==> config.mk <==
export PLATFORM = sky130hd
export DESIGN_NAME = deque_with_search_and_remove_flat
export DESIGN_NICKNAME = d
export VERILOG_FILES = /design/src/rtl/core/dqsr_pkg.sv /design/src/rtl/core/dqsr_req_if.sv /design/src/rtl/core/dqsr_rsp_if.sv /design/src/rtl/core/deque_with_search_and_remove.sv /design/src/rtl/core/dqsr_ram.sv /design/src/rtl/core/dqsr_ctrl.sv /design/src/rtl/core/dqsr_datapath.sv /design/src/flat_wrapper.sv
export SDC_FILE = /design/constraint.sdc
export NUM_CORES = 1
export LEC_CHECK = 0
export CAP_MARGIN = 40
export CORE_UTILIZATION = 68
export CTS_CLUSTER_DIAMETER = 80
export DETAILED_ROUTE_END_ITERATION = 10
export DONT_BUFFER_PORTS = 1
export GPL_TIMING_DRIVEN = 0
export PLACE_DENSITY = 0.85
export SLEW_MARGIN = 20
export SYNTH_ARGS = -nofsm -noshare
export SYNTH_HDL_FRONTEND = slang
export SYNTH_HIERARCHICAL = 1
export SYNTH_SLANG_ARGS = --single-unit
==> constraint.sdc <==
create_clock -name clk -period 11.3 [get_ports clk]
set_clock_uncertainty 0.2 [all_clocks]
set_input_delay 1.695 -clock clk [delete_from_list [all_inputs] [get_ports clk]]
set_output_delay 1.695 -clock clk [all_outputs]
set_load 0.005 [all_outputs]
==> src/rtl/core/dqsr_pkg.sv <==
`default_nettype none

package dqsr_pkg;

  // Default configuration
  localparam int DEPTH_DEF       = 16;
  localparam int VALUE_WIDTH_DEF = 32;

  // Fixed payload widths
  localparam int OP_W     = 3;
  localparam int DATA_W   = 32;
  localparam int STATUS_W = 2;
  localparam int COUNT_W  = 5;

  typedef enum logic [OP_W-1:0] {
    OP_ADD_FRONT  = 3'd0,
    OP_ADD_BACK   = 3'd1,
    OP_POP_FRONT  = 3'd2,
    OP_POP_BACK   = 3'd3,
    OP_PEEK_FRONT = 3'd4,
    OP_PEEK_BACK  = 3'd5,
    OP_CONTAINS   = 3'd6,
    OP_REMOVE     = 3'd7
  } op_t;

  typedef enum logic [STATUS_W-1:0] {
    ST_OK      = 2'd0,
    ST_EMPTY   = 2'd1,
    ST_FULL    = 2'd2,
    ST_MISSING = 2'd3
  } status_t;

  typedef enum logic [2:0] {
    S_IDLE,
    S_EXEC,
    S_READ,
    S_SCAN,
    S_SHIFT,
    S_DONE
  } state_t;

  // Logical position that the store read port looks at
  typedef enum logic [1:0] {
    RD_FRONT,
    RD_BACK,
    RD_NEXT,
    RD_NEXT2
  } rd_sel_t;

  // Controller to datapath
  typedef struct packed {
    logic    take;
    logic    do_add;
    logic    flag;
    status_t flag_code;
    logic    rd_en;
    rd_sel_t rd_sel;
    logic    capture;
    logic    set_found;
    logic    scan_step;
    logic    shift_write;
    logic    drop_one;
    logic    load_out;
  } ctl_t;

  // Datapath to controller
  typedef struct packed {
    op_t  op;
    logic full;
    logic empty;
    logic hit;
    logic scan_last;
    logic shift_last;
    logic out_free;
  } sts_t;

endpackage

`default_nettype wire

==> src/rtl/core/dqsr_req_if.sv <==
`default_nettype none

interface dqsr_req_if;
  logic                            valid;
  logic                            ready;
  logic [dqsr_pkg::OP_W-1:0]       operation;
  logic signed [dqsr_pkg::DATA_W-1:0] value;

  modport source (output valid, output operation, output value, input ready);
  modport sink   (input valid, input operation, input value, output ready);
endinterface

`default_nettype wire

==> src/rtl/core/dqsr_rsp_if.sv <==
`default_nettype none

interface dqsr_rsp_if;
  logic                               valid;
  logic                               ready;
  logic signed [dqsr_pkg::DATA_W-1:0] data_out;
  logic                               found;
  logic [dqsr_pkg::STATUS_W-1:0]      status;
  logic [dqsr_pkg::COUNT_W-1:0]       count_out;

  modport source (output valid, output data_out, output found, output status,
                  output count_out, input ready);
  modport sink   (input valid, input data_out, input found, input status,
                  input count_out, output ready);
endinterface

`default_nettype wire

==> src/rtl/core/deque_with_search_and_remove.sv <==
// Channel   Dir   Fields                               Beat when
// req       in    operation, value                     req.valid && req.ready
// rsp       out   data_out, found, status, count_out   rsp.valid && rsp.ready
//
// Adds, and operations flagged on a full or empty store, pass from EXEC straight to DONE;
// pop and peek pass through READ between them (one registered read of the store).
// Contains stops at the first match from the front or at the back; remove searches the
// same way and on a hit closes the gap: the search and the gap closing walk the store
// one entry a cycle through its single read port. A new beat is taken once the previous
// result is registered, even while it still waits on rsp.ready.
// Synchronous reset empties the store at once; entries need no clearing.
`default_nettype none

module deque_with_search_and_remove #(
  parameter int DEPTH       = dqsr_pkg::DEPTH_DEF,
  parameter int VALUE_WIDTH = dqsr_pkg::VALUE_WIDTH_DEF
) (
  input wire logic  clk,
  input wire logic  rst,
  dqsr_req_if.sink  req,
  dqsr_rsp_if.source rsp
);

  dqsr_pkg::ctl_t ctl;
  dqsr_pkg::sts_t sts;

  dqsr_ctrl u_ctrl (
    .clk       (clk),
    .rst       (rst),
    .req_valid (req.valid),
    .req_ready (req.ready),
    .sts       (sts),
    .ctl       (ctl)
  );

  dqsr_datapath #(
    .DEPTH       (DEPTH),
    .VALUE_WIDTH (VALUE_WIDTH)
  ) u_datapath (
    .clk           (clk),
    .rst           (rst),
    .ctl           (ctl),
    .sts           (sts),
    .req_operation (req.operation),
    .req_value     (req.value),
    .rsp_ready     (rsp.ready),
    .rsp_valid     (rsp.valid),
    .rsp_data_out  (rsp.data_out),
    .rsp_found     (rsp.found),
    .rsp_status    (rsp.status),
    .rsp_count_out (rsp.count_out)
  );

endmodule

`default_nettype wire

==> src/rtl/core/dqsr_ram.sv <==
`default_nettype none

module dqsr_ram #(
  parameter int WIDTH = 32,
  parameter int DEPTH = 16
) (
  input  wire logic                     clk,
  input  wire logic                     wr_en,
  input  wire logic [$clog2(DEPTH)-1:0] wr_addr,
  input  wire logic [WIDTH-1:0]         wr_data,
  input  wire logic                     rd_en,
  input  wire logic [$clog2(DEPTH)-1:0] rd_addr,
  output logic      [WIDTH-1:0]         rd_data
);

  logic [WIDTH-1:0] mem [DEPTH];

  // Write port
  always_ff @(posedge clk) begin
    if (wr_en) begin
      mem[wr_addr] <= wr_data;
    end
  end

  // Registered read port, held while idle
  always_ff @(posedge clk) begin
    if (rd_en) begin
      rd_data <= mem[rd_addr];
    end
  end

endmodule

`default_nettype wire

==> src/rtl/core/dqsr_ctrl.sv <==
`default_nettype none

module dqsr_ctrl (
  input  wire logic           clk,
  input  wire logic           rst,
  input  wire logic           req_valid,
  output logic                req_ready,
  input  wire dqsr_pkg::sts_t sts,
  output dqsr_pkg::ctl_t      ctl
);

  dqsr_pkg::state_t state;
  dqsr_pkg::state_t state_next;

  logic is_add;
  logic is_read;
  logic is_front;

  assign is_add   = (sts.op == dqsr_pkg::OP_ADD_FRONT) || (sts.op == dqsr_pkg::OP_ADD_BACK);
  assign is_read  = (sts.op == dqsr_pkg::OP_POP_FRONT) || (sts.op == dqsr_pkg::OP_POP_BACK)
                 || (sts.op == dqsr_pkg::OP_PEEK_FRONT) || (sts.op == dqsr_pkg::OP_PEEK_BACK);
  assign is_front = (sts.op == dqsr_pkg::OP_POP_FRONT) || (sts.op == dqsr_pkg::OP_PEEK_FRONT);

  always_ff @(posedge clk) begin
    if (rst) begin
      state <= dqsr_pkg::S_IDLE;
    end else begin
      state <= state_next;
    end
  end

  // Next state
  always_comb begin
    state_next = state;
    case (state)
      dqsr_pkg::S_IDLE: begin
        if (req_valid) state_next = dqsr_pkg::S_EXEC;
      end
      dqsr_pkg::S_EXEC: begin
        if (is_add || sts.empty) state_next = dqsr_pkg::S_DONE;
        else if (is_read)        state_next = dqsr_pkg::S_READ;
        else                     state_next = dqsr_pkg::S_SCAN;
      end
      dqsr_pkg::S_READ: begin
        state_next = dqsr_pkg::S_DONE;
      end
      dqsr_pkg::S_SCAN: begin
        if (sts.hit) begin
          if (sts.op == dqsr_pkg::OP_CONTAINS || sts.scan_last) state_next = dqsr_pkg::S_DONE;
          else                                                   state_next = dqsr_pkg::S_SHIFT;
        end else if (sts.scan_last) begin
          state_next = dqsr_pkg::S_DONE;
        end
      end
      dqsr_pkg::S_SHIFT: begin
        if (sts.shift_last) state_next = dqsr_pkg::S_DONE;
      end
      dqsr_pkg::S_DONE: begin
        if (sts.out_free) state_next = dqsr_pkg::S_IDLE;
      end
      default: state_next = dqsr_pkg::S_IDLE;
    endcase
  end

  // Commands
  always_comb begin
    req_ready = 1'b0;
    ctl       = '0;
    ctl.flag_code = dqsr_pkg::ST_OK;
    ctl.rd_sel    = dqsr_pkg::RD_FRONT;
    case (state)
      dqsr_pkg::S_IDLE: begin
        req_ready = 1'b1;
        ctl.take  = req_valid;
      end
      dqsr_pkg::S_EXEC: begin
        if (is_add) begin
          if (sts.full) begin
            ctl.flag      = 1'b1;
            ctl.flag_code = dqsr_pkg::ST_FULL;
          end else begin
            ctl.do_add = 1'b1;
          end
        end else if (sts.empty) begin
          ctl.flag      = 1'b1;
          ctl.flag_code = dqsr_pkg::ST_EMPTY;
        end else begin
          // end reads pick their side, searches start at the front
          ctl.rd_en  = 1'b1;
          ctl.rd_sel = (is_read && !is_front) ? dqsr_pkg::RD_BACK : dqsr_pkg::RD_FRONT;
        end
      end
      dqsr_pkg::S_READ: begin
        ctl.capture = 1'b1;
      end
      dqsr_pkg::S_SCAN: begin
        if (sts.hit) begin
          ctl.set_found = 1'b1;
          if (sts.op == dqsr_pkg::OP_REMOVE) begin
            if (sts.scan_last) begin
              ctl.drop_one = 1'b1;
            end else begin
              ctl.rd_en  = 1'b1;
              ctl.rd_sel = dqsr_pkg::RD_NEXT;
            end
          end
        end else if (sts.scan_last) begin
          if (sts.op == dqsr_pkg::OP_REMOVE) begin
            ctl.flag      = 1'b1;
            ctl.flag_code = dqsr_pkg::ST_MISSING;
          end
        end else begin
          ctl.rd_en     = 1'b1;
          ctl.rd_sel    = dqsr_pkg::RD_NEXT;
          ctl.scan_step = 1'b1;
        end
      end
      dqsr_pkg::S_SHIFT: begin
        ctl.shift_write = 1'b1;
        if (sts.shift_last) begin
          ctl.drop_one = 1'b1;
        end else begin
          ctl.rd_en     = 1'b1;
          ctl.rd_sel    = dqsr_pkg::RD_NEXT2;
          ctl.scan_step = 1'b1;
        end
      end
      dqsr_pkg::S_DONE: begin
        ctl.load_out = sts.out_free;
      end
      default: begin
        req_ready = 1'b0;
      end
    endcase
  end

endmodule

`default_nettype wire

==> src/rtl/core/dqsr_datapath.sv <==
`default_nettype none

module dqsr_datapath #(
  parameter int DEPTH       = dqsr_pkg::DEPTH_DEF,
  parameter int VALUE_WIDTH = dqsr_pkg::VALUE_WIDTH_DEF
) (
  input  wire logic                                clk,
  input  wire logic                                rst,
  input  wire dqsr_pkg::ctl_t                      ctl,
  output dqsr_pkg::sts_t                           sts,
  input  wire logic [dqsr_pkg::OP_W-1:0]           req_operation,
  input  wire logic signed [dqsr_pkg::DATA_W-1:0]  req_value,
  input  wire logic                                rsp_ready,
  output logic                                     rsp_valid,
  output logic signed [dqsr_pkg::DATA_W-1:0]       rsp_data_out,
  output logic                                     rsp_found,
  output logic [dqsr_pkg::STATUS_W-1:0]            rsp_status,
  output logic [dqsr_pkg::COUNT_W-1:0]             rsp_count_out
);

  localparam int AW = $clog2(DEPTH);
  localparam int CW = $clog2(DEPTH + 1);
  localparam int SW = CW + 1;
  localparam int DW = dqsr_pkg::DATA_W;
  localparam int XW = VALUE_WIDTH + DW;

  // Map a position counted from the front onto a store address
  function automatic logic [AW-1:0] phys(input logic [AW-1:0] h, input logic [CW-1:0] l);
    logic [SW-1:0] s;
    s = SW'(h) + SW'(l);
    if (s >= SW'(DEPTH)) s = s - SW'(DEPTH);
    return s[AW-1:0];
  endfunction

  dqsr_pkg::op_t     op;
  logic [VALUE_WIDTH-1:0] key;
  logic [AW-1:0]     head;
  logic [CW-1:0]     count;
  logic [CW-1:0]     idx;
  logic [DW-1:0]     res_data;
  logic              res_found;
  dqsr_pkg::status_t res_status;
  logic              out_valid;

  logic [XW-1:0]          val_ext;
  logic [VALUE_WIDTH-1:0] key_in;
  logic [XW-1:0]          rd_ext;
  logic [AW-1:0]          head_inc;
  logic [AW-1:0]          head_dec;
  logic [SW-1:0]          idx_p1;
  logic [SW-1:0]          idx_p2;
  logic [CW-1:0]          rd_pos;
  logic [AW-1:0]          rd_addr;
  logic                   wr_en;
  logic [AW-1:0]          wr_addr;
  logic [VALUE_WIDTH-1:0] wr_data;
  logic [VALUE_WIDTH-1:0] rd_data;
  logic [CW+4:0]          count_ext;

  // Key is the sign-extended input cut to the stored width
  assign val_ext = {{VALUE_WIDTH{req_value[DW-1]}}, req_value};
  assign key_in  = val_ext[VALUE_WIDTH-1:0];
  assign rd_ext  = {{DW{rd_data[VALUE_WIDTH-1]}}, rd_data};

  assign head_inc = (head == AW'(DEPTH - 1)) ? '0 : head + AW'(1);
  assign head_dec = (head == '0) ? AW'(DEPTH - 1) : head - AW'(1);
  assign idx_p1   = SW'(idx) + SW'(1);
  assign idx_p2   = SW'(idx) + SW'(2);

  // Read address
  always_comb begin
    case (ctl.rd_sel)
      dqsr_pkg::RD_FRONT: rd_pos = '0;
      dqsr_pkg::RD_BACK:  rd_pos = count - CW'(1);
      dqsr_pkg::RD_NEXT:  rd_pos = idx_p1[CW-1:0];
      dqsr_pkg::RD_NEXT2: rd_pos = idx_p2[CW-1:0];
      default:            rd_pos = '0;
    endcase
  end
  assign rd_addr = phys(head, rd_pos);

  // Write address: new end entry, or close the gap one place
  always_comb begin
    wr_en   = ctl.do_add || ctl.shift_write;
    wr_data = ctl.shift_write ? rd_data : key;
    if (ctl.shift_write)                   wr_addr = phys(head, idx);
    else if (op == dqsr_pkg::OP_ADD_FRONT) wr_addr = head_dec;
    else                                   wr_addr = phys(head, count);
  end

  dqsr_ram #(
    .WIDTH (VALUE_WIDTH),
    .DEPTH (DEPTH)
  ) u_ram (
    .clk     (clk),
    .wr_en   (wr_en),
    .wr_addr (wr_addr),
    .wr_data (wr_data),
    .rd_en   (ctl.rd_en),
    .rd_addr (rd_addr),
    .rd_data (rd_data)
  );

  // Status to controller
  assign sts.op         = op;
  assign sts.full       = (count == CW'(DEPTH));
  assign sts.empty      = (count == '0);
  assign sts.hit        = (rd_data == key);
  assign sts.scan_last  = (idx_p1 >= SW'(count));
  assign sts.shift_last = (idx_p2 >= SW'(count));
  assign sts.out_free   = !out_valid || rsp_ready;

  // Store pointers
  always_ff @(posedge clk) begin
    if (rst) begin
      head  <= '0;
      count <= '0;
    end else if (ctl.do_add) begin
      count <= count + CW'(1);
      if (op == dqsr_pkg::OP_ADD_FRONT) head <= head_dec;
    end else if (ctl.capture) begin
      if (op == dqsr_pkg::OP_POP_FRONT) begin
        head  <= head_inc;
        count <= count - CW'(1);
      end else if (op == dqsr_pkg::OP_POP_BACK) begin
        count <= count - CW'(1);
      end
    end else if (ctl.drop_one) begin
      count <= count - CW'(1);
    end
  end

  // Operation, scan position and result
  always_ff @(posedge clk) begin
    if (ctl.take) begin
      op         <= dqsr_pkg::op_t'(req_operation);
      key        <= key_in;
      idx        <= '0;
      res_data   <= '0;
      res_found  <= 1'b0;
      res_status <= dqsr_pkg::ST_OK;
    end else begin
      if (ctl.scan_step) idx <= idx + CW'(1);
      if (ctl.flag)      res_status <= ctl.flag_code;
      if (ctl.capture)   res_data <= rd_ext[DW-1:0];
      if (ctl.set_found) res_found <= 1'b1;
    end
  end

  // Output register
  assign count_ext = (CW + 5)'(count);

  always_ff @(posedge clk) begin
    if (rst) begin
      out_valid <= 1'b0;
    end else if (ctl.load_out) begin
      out_valid <= 1'b1;
    end else if (rsp_ready) begin
      out_valid <= 1'b0;
    end
  end

  always_ff @(posedge clk) begin
    if (ctl.load_out) begin
      rsp_data_out  <= res_data;
      rsp_found     <= res_found;
      rsp_status    <= res_status;
      rsp_count_out <= count_ext[dqsr_pkg::COUNT_W-1:0];
    end
  end

  assign rsp_valid = out_valid;

endmodule

`default_nettype wire

==> src/flat_wrapper.sv <==
// flat-port wrapper written by rule: the top's interface ports become plain ports
module deque_with_search_and_remove_flat 
#(
  parameter int DEPTH       = dqsr_pkg::DEPTH_DEF,
  parameter int VALUE_WIDTH = dqsr_pkg::VALUE_WIDTH_DEF
)
  (clk, rst, req_valid, req_operation, req_value, req_ready, rsp_valid, rsp_data_out, rsp_found, rsp_status, rsp_count_out, rsp_ready);
  dqsr_req_if req_i ();
  dqsr_rsp_if rsp_i ();
  input wire logic clk;
  input wire logic rst;
  input wire logic [$bits(req_i.valid)-1:0] req_valid;
  input wire logic [$bits(req_i.operation)-1:0] req_operation;
  input wire logic [$bits(req_i.value)-1:0] req_value;
  output wire logic [$bits(req_i.ready)-1:0] req_ready;
  output wire logic [$bits(rsp_i.valid)-1:0] rsp_valid;
  output wire logic [$bits(rsp_i.data_out)-1:0] rsp_data_out;
  output wire logic [$bits(rsp_i.found)-1:0] rsp_found;
  output wire logic [$bits(rsp_i.status)-1:0] rsp_status;
  output wire logic [$bits(rsp_i.count_out)-1:0] rsp_count_out;
  input wire logic [$bits(rsp_i.ready)-1:0] rsp_ready;
  assign req_i.valid = req_valid;
  assign req_i.operation = req_operation;
  assign req_i.value = req_value;
  assign req_ready = req_i.ready;
  assign rsp_valid = rsp_i.valid;
  assign rsp_data_out = rsp_i.data_out;
  assign rsp_found = rsp_i.found;
  assign rsp_status = rsp_i.status;
  assign rsp_count_out = rsp_i.count_out;
  assign rsp_i.ready = rsp_ready;
  deque_with_search_and_remove #(.DEPTH(DEPTH), .VALUE_WIDTH(VALUE_WIDTH)) u_core (.clk(clk), .rst(rst), .req(req_i), .rsp(rsp_i));
endmodule
==> results.json <==
{
  "synthXorXnorAreaFrac_pct": 1.95,
  "die_area_um2": 39800,
  "power_density_nw_per_um2": 274,
  "grt_pass1_vias": 14700,
  "final_nets": 1553,
  "wl_per_cell_um": 32.4,
  "cts_root_buf": "clkbuf_16",
  "drtIter0Drc": 1832,
  "worstSetupPathType": "flop to flop",
  "gp_congestion": 0.850,
  "drt-vias-per-instance": 7.07,
  "port-buffer-count": 0,
  "clk_pin_slew_worst_paths_ns": 0.06,
  "syn_area_per_cell_um2": 19.3,
  "finalSetupTns_ns": 0,
  "cts_buffer_depth": 3,
  "clkLatencyLatePin_ns": 0.59,
  "synth_fa_ha_area_share_pct": 1.50,
  "start_kind": "flop",
  "slew-limit-headroom_pct": 38.9,
  "syn-instance-count": 1372,
  "synth_compound_area_share_pct": 3.33,
  "critPathCaptureType": "flop",
  "routed_wl_um": 66400,
  "synth_area_um2": 26500,
  "post_cts_resize_count": 0,
  "final_cells": 2046,
  "power.leakage_nw": 9.66,
  "synth_cell_types": 59,
  "ys_seq_area_share_pct": 74.1,
  "ys_ff_latch": 672,
  "worst_pin_slew_ns": 0.917,
  "maxCapViolations": 0,
  "dr_total_vias": 14500,
  "rsz0062_at_grt": "no",
  "dp_hpwl_um": 40500,
  "hold_violations": 0,
  "die_h_um": 199,
  "crit_slowest_cell": "buf_1",
  "muxShareOfSynthArea_pct": 13.7,
  "syn-num-nets": 1441,
  "cp_max_fo": 10,
  "holdBufCountCts": 0,
  "track_usage_pct": 34.9,
  "start_util_pct": 69.7,
  "synthSimpleGateAreaFrac_pct": 3.78,
  "async_flop_share_pct": 0,
  "cp_cell_sequence": "xor2_1 -> nor4_1 -> nand4_1 -> nor2_1 -> buf_4 -> inv_1 -> o211ai_1 -> nand2_1 -> clkbuf_1 -> nand2_1 -> o21ai_0 -> a22o_1 -> ha_1 -> fa_1 -> buf_2 -> buf_1 -> mux4_2 -> a22oi_1 -> nand2_1",
  "hp-class": "flop to flop",
  "worst_slack_ns": 5.14,
  "slowest_delay_ns": 0.73,
  "clock_sinks": 672,
  "grt_pass1_wl_um": 95300,
  "core_um2": 38000,
  "arrival_ns": 6.29,
  "cts_setup_buffers": 0,
  "cts_tree": "built",
  "post-place-ws_ns": 4.90,
  "overflow": 0,
  "min_period_ns": 6.16,
  "slew_violations": 0,
  "grt_start_max_net_pins": 33,
  "antenna_found_initial": 1,
  "max_freq_ghz": 0.162,
  "status": "finished clean",
  "antenna_left": 0,
  "synth_edf_count": 619,
  "synth_top_family_by_area": "multiplexers",
  "area_delta_synth_final_pct": 13.5,
  "ios": 81,
  "die_x_um": 199,
  "cp.required_ns": 11.43,
  "crit_path_frequent_cell": "nand2_1",
  "htreeDepth": 3,
  "ys_warn_count": 6,
  "setup_viol": 0,
  "antenna_cells": 0,
  "peakVddDrop_mv": 0.170,
  "cts_made_buffers": 66,
  "firstDrtPassIters": 5,
  "drive_gt1_share_pct": 22.9,
  "rows": 71,
  "synth-main-ff-cell": "edfxtp_1",
  "min_period_over_period_pct": 54.5,
  "drc": 0,
  "place_inst": 1922
}
==> final timing paths <==
path | start | to | slack [ns] | depth (start not counted)
setup reg to reg | u_core/u_datapath/u_ram/rd_data[22] | u_core/u_datapath/u_ram/rd_data[5] | 5.14 | 19
hold / removal | u_core/u_datapath/res_data[5] | u_core/u_datapath/rsp_data_out[5] | 0.23 | 0
hold reg to reg | u_core/u_datapath/res_data[5] | u_core/u_datapath/rsp_data_out[5] | 0.23 | 0
setup / recovery | u_core/u_datapath/u_ram/rd_data[22] | u_core/u_datapath/u_ram/rd_data[5] | 5.14 | 19
==> report_power, final <==
part	leakage (nW)	internal, mW	switching, mW
registers	6.03	3.31	0.173
clock network	1.01	1.24	0.898
logic	2.62	1.02	1.60
==> kinds of logic (layout without fill, tap and decap cells) <==
logic type               count (synthesis)  count (layout)
AO/OA/AOI/OAI                          122             122
XOR/XNOR                                59              59
adder cells (fa/ha/maj)                 30              30
flip-flops                             672             672
buffers and inverters                   85             248
AND/OR/NAND/NOR                        204             204
multiplexers                           200             200
==> stage by stage <==
step | power [mW] | area (um^2) | hold WS, ns | util, %
6_report | 8.24 | 30100 | 0.234 | 79.1
5_1_grt | 8.47 | 30100 | 0.243 | 79.1
4_1_cts | 8.20 | 30000 | 0.233 | 79.0
3_5_place_dp | 6.03 | 28000 | 0.218 | 73.6
3_3_place_gp | 5.84 | 27200 | 0.215 | 71.4
2_1_floorplan | 5.16 | 26500 | 0.208 | -
==> critical path: cells and delay by family, from the launching register on <==
kind / cells / cell delay, ns
AO/OA/AOI/OAI: 4 / 0.99
XOR/XNOR: 1 / 0.25
adder cells (fa/ha/maj): 2 / 0.77
buffers and inverters: 5 / 1.53
flip-flops: 1 / 0.48
multiplexers: 1 / 0.42
AND/OR/NAND/NOR: 6 / 1.26
==> cell type report <==
type / instances / area (um^2)
sequential: 672 / 19600
clock buffer: 99 / 1870
timing repair buffer: 44 / 731
fill: 1840 / 7930
buffer: 69 / 359
tap: 511 / 639
inverter: 16 / 60.1
clock inverter: 20 / 214
multi-input combinational: 615 / 6580
==> registers in the layout (all words and copies together), names as in the netlist, 2 cells and up <==
signal / cells
u_core/u_datapath/u_ram/mem: 512
u_core/u_datapath/key: 32
u_core/u_datapath/rsp_count_out: 5
u_core/u_datapath/res_status: 2
u_core/u_datapath/count: 5
u_core/u_datapath/res_data: 32
u_core/u_datapath/u_ram/rd_data: 32
u_core/u_datapath/op: 3
u_core/u_ctrl/state: 3
u_core/u_datapath/rsp_data_out: 32
u_core/u_datapath/idx: 5
u_core/u_datapath/head: 4
u_core/u_datapath/rsp_status: 2
==> cells in the mapped netlist, drive strengths merged (4+ instances only) <==
master  instances  area (um^2)
edfxtp        619        18600
mux4          128         2880
nor2           72          270
a22oi          66          495
dfxtp          53         1060
nand2          51          191
xor2           42          368
buf            41          254
mux2i          40          400
mux2           32          360
clkbuf         28          105
ha             27          338
a21oi          18         93.8
xnor2          17          149
inv            16         60.1
nand3          12         60.1
nor3           11         60.1
nor4           11         68.8
o21ai          11         62.6
nand2b          9         56.3
nand3b          6         57.6
nor2b           6         37.5
nand4           5         31.3
a21o            4         30.0
o211ai          4         30.0
or3             4         35.0
or3b            4         37.5
==> metal layers <==
metal | track usage [%] | wire length, um | part of all wire [%]
met5 | 0 | 0 | 0
met4 | 19.1 | 3630 | 5.5
met3 | 7.38 | 7220 | 11
met2 | 58.1 | 33100 | 50
met1 | 43.2 | 22400 | 34
==> placed cells by master, fill, tap and decap left out, drive strengths merged, types with 32 or more instances in the layout <==
cell type / instances
edfxtp: 619
mux4: 128
clkbuf: 127
buf: 85
nor2: 72
a22oi: 66
dfxtp: 53
nand2: 51
xor2: 42
mux2i: 40
mux2: 32
No activity file was read; power rests on OpenSTA's default activity.
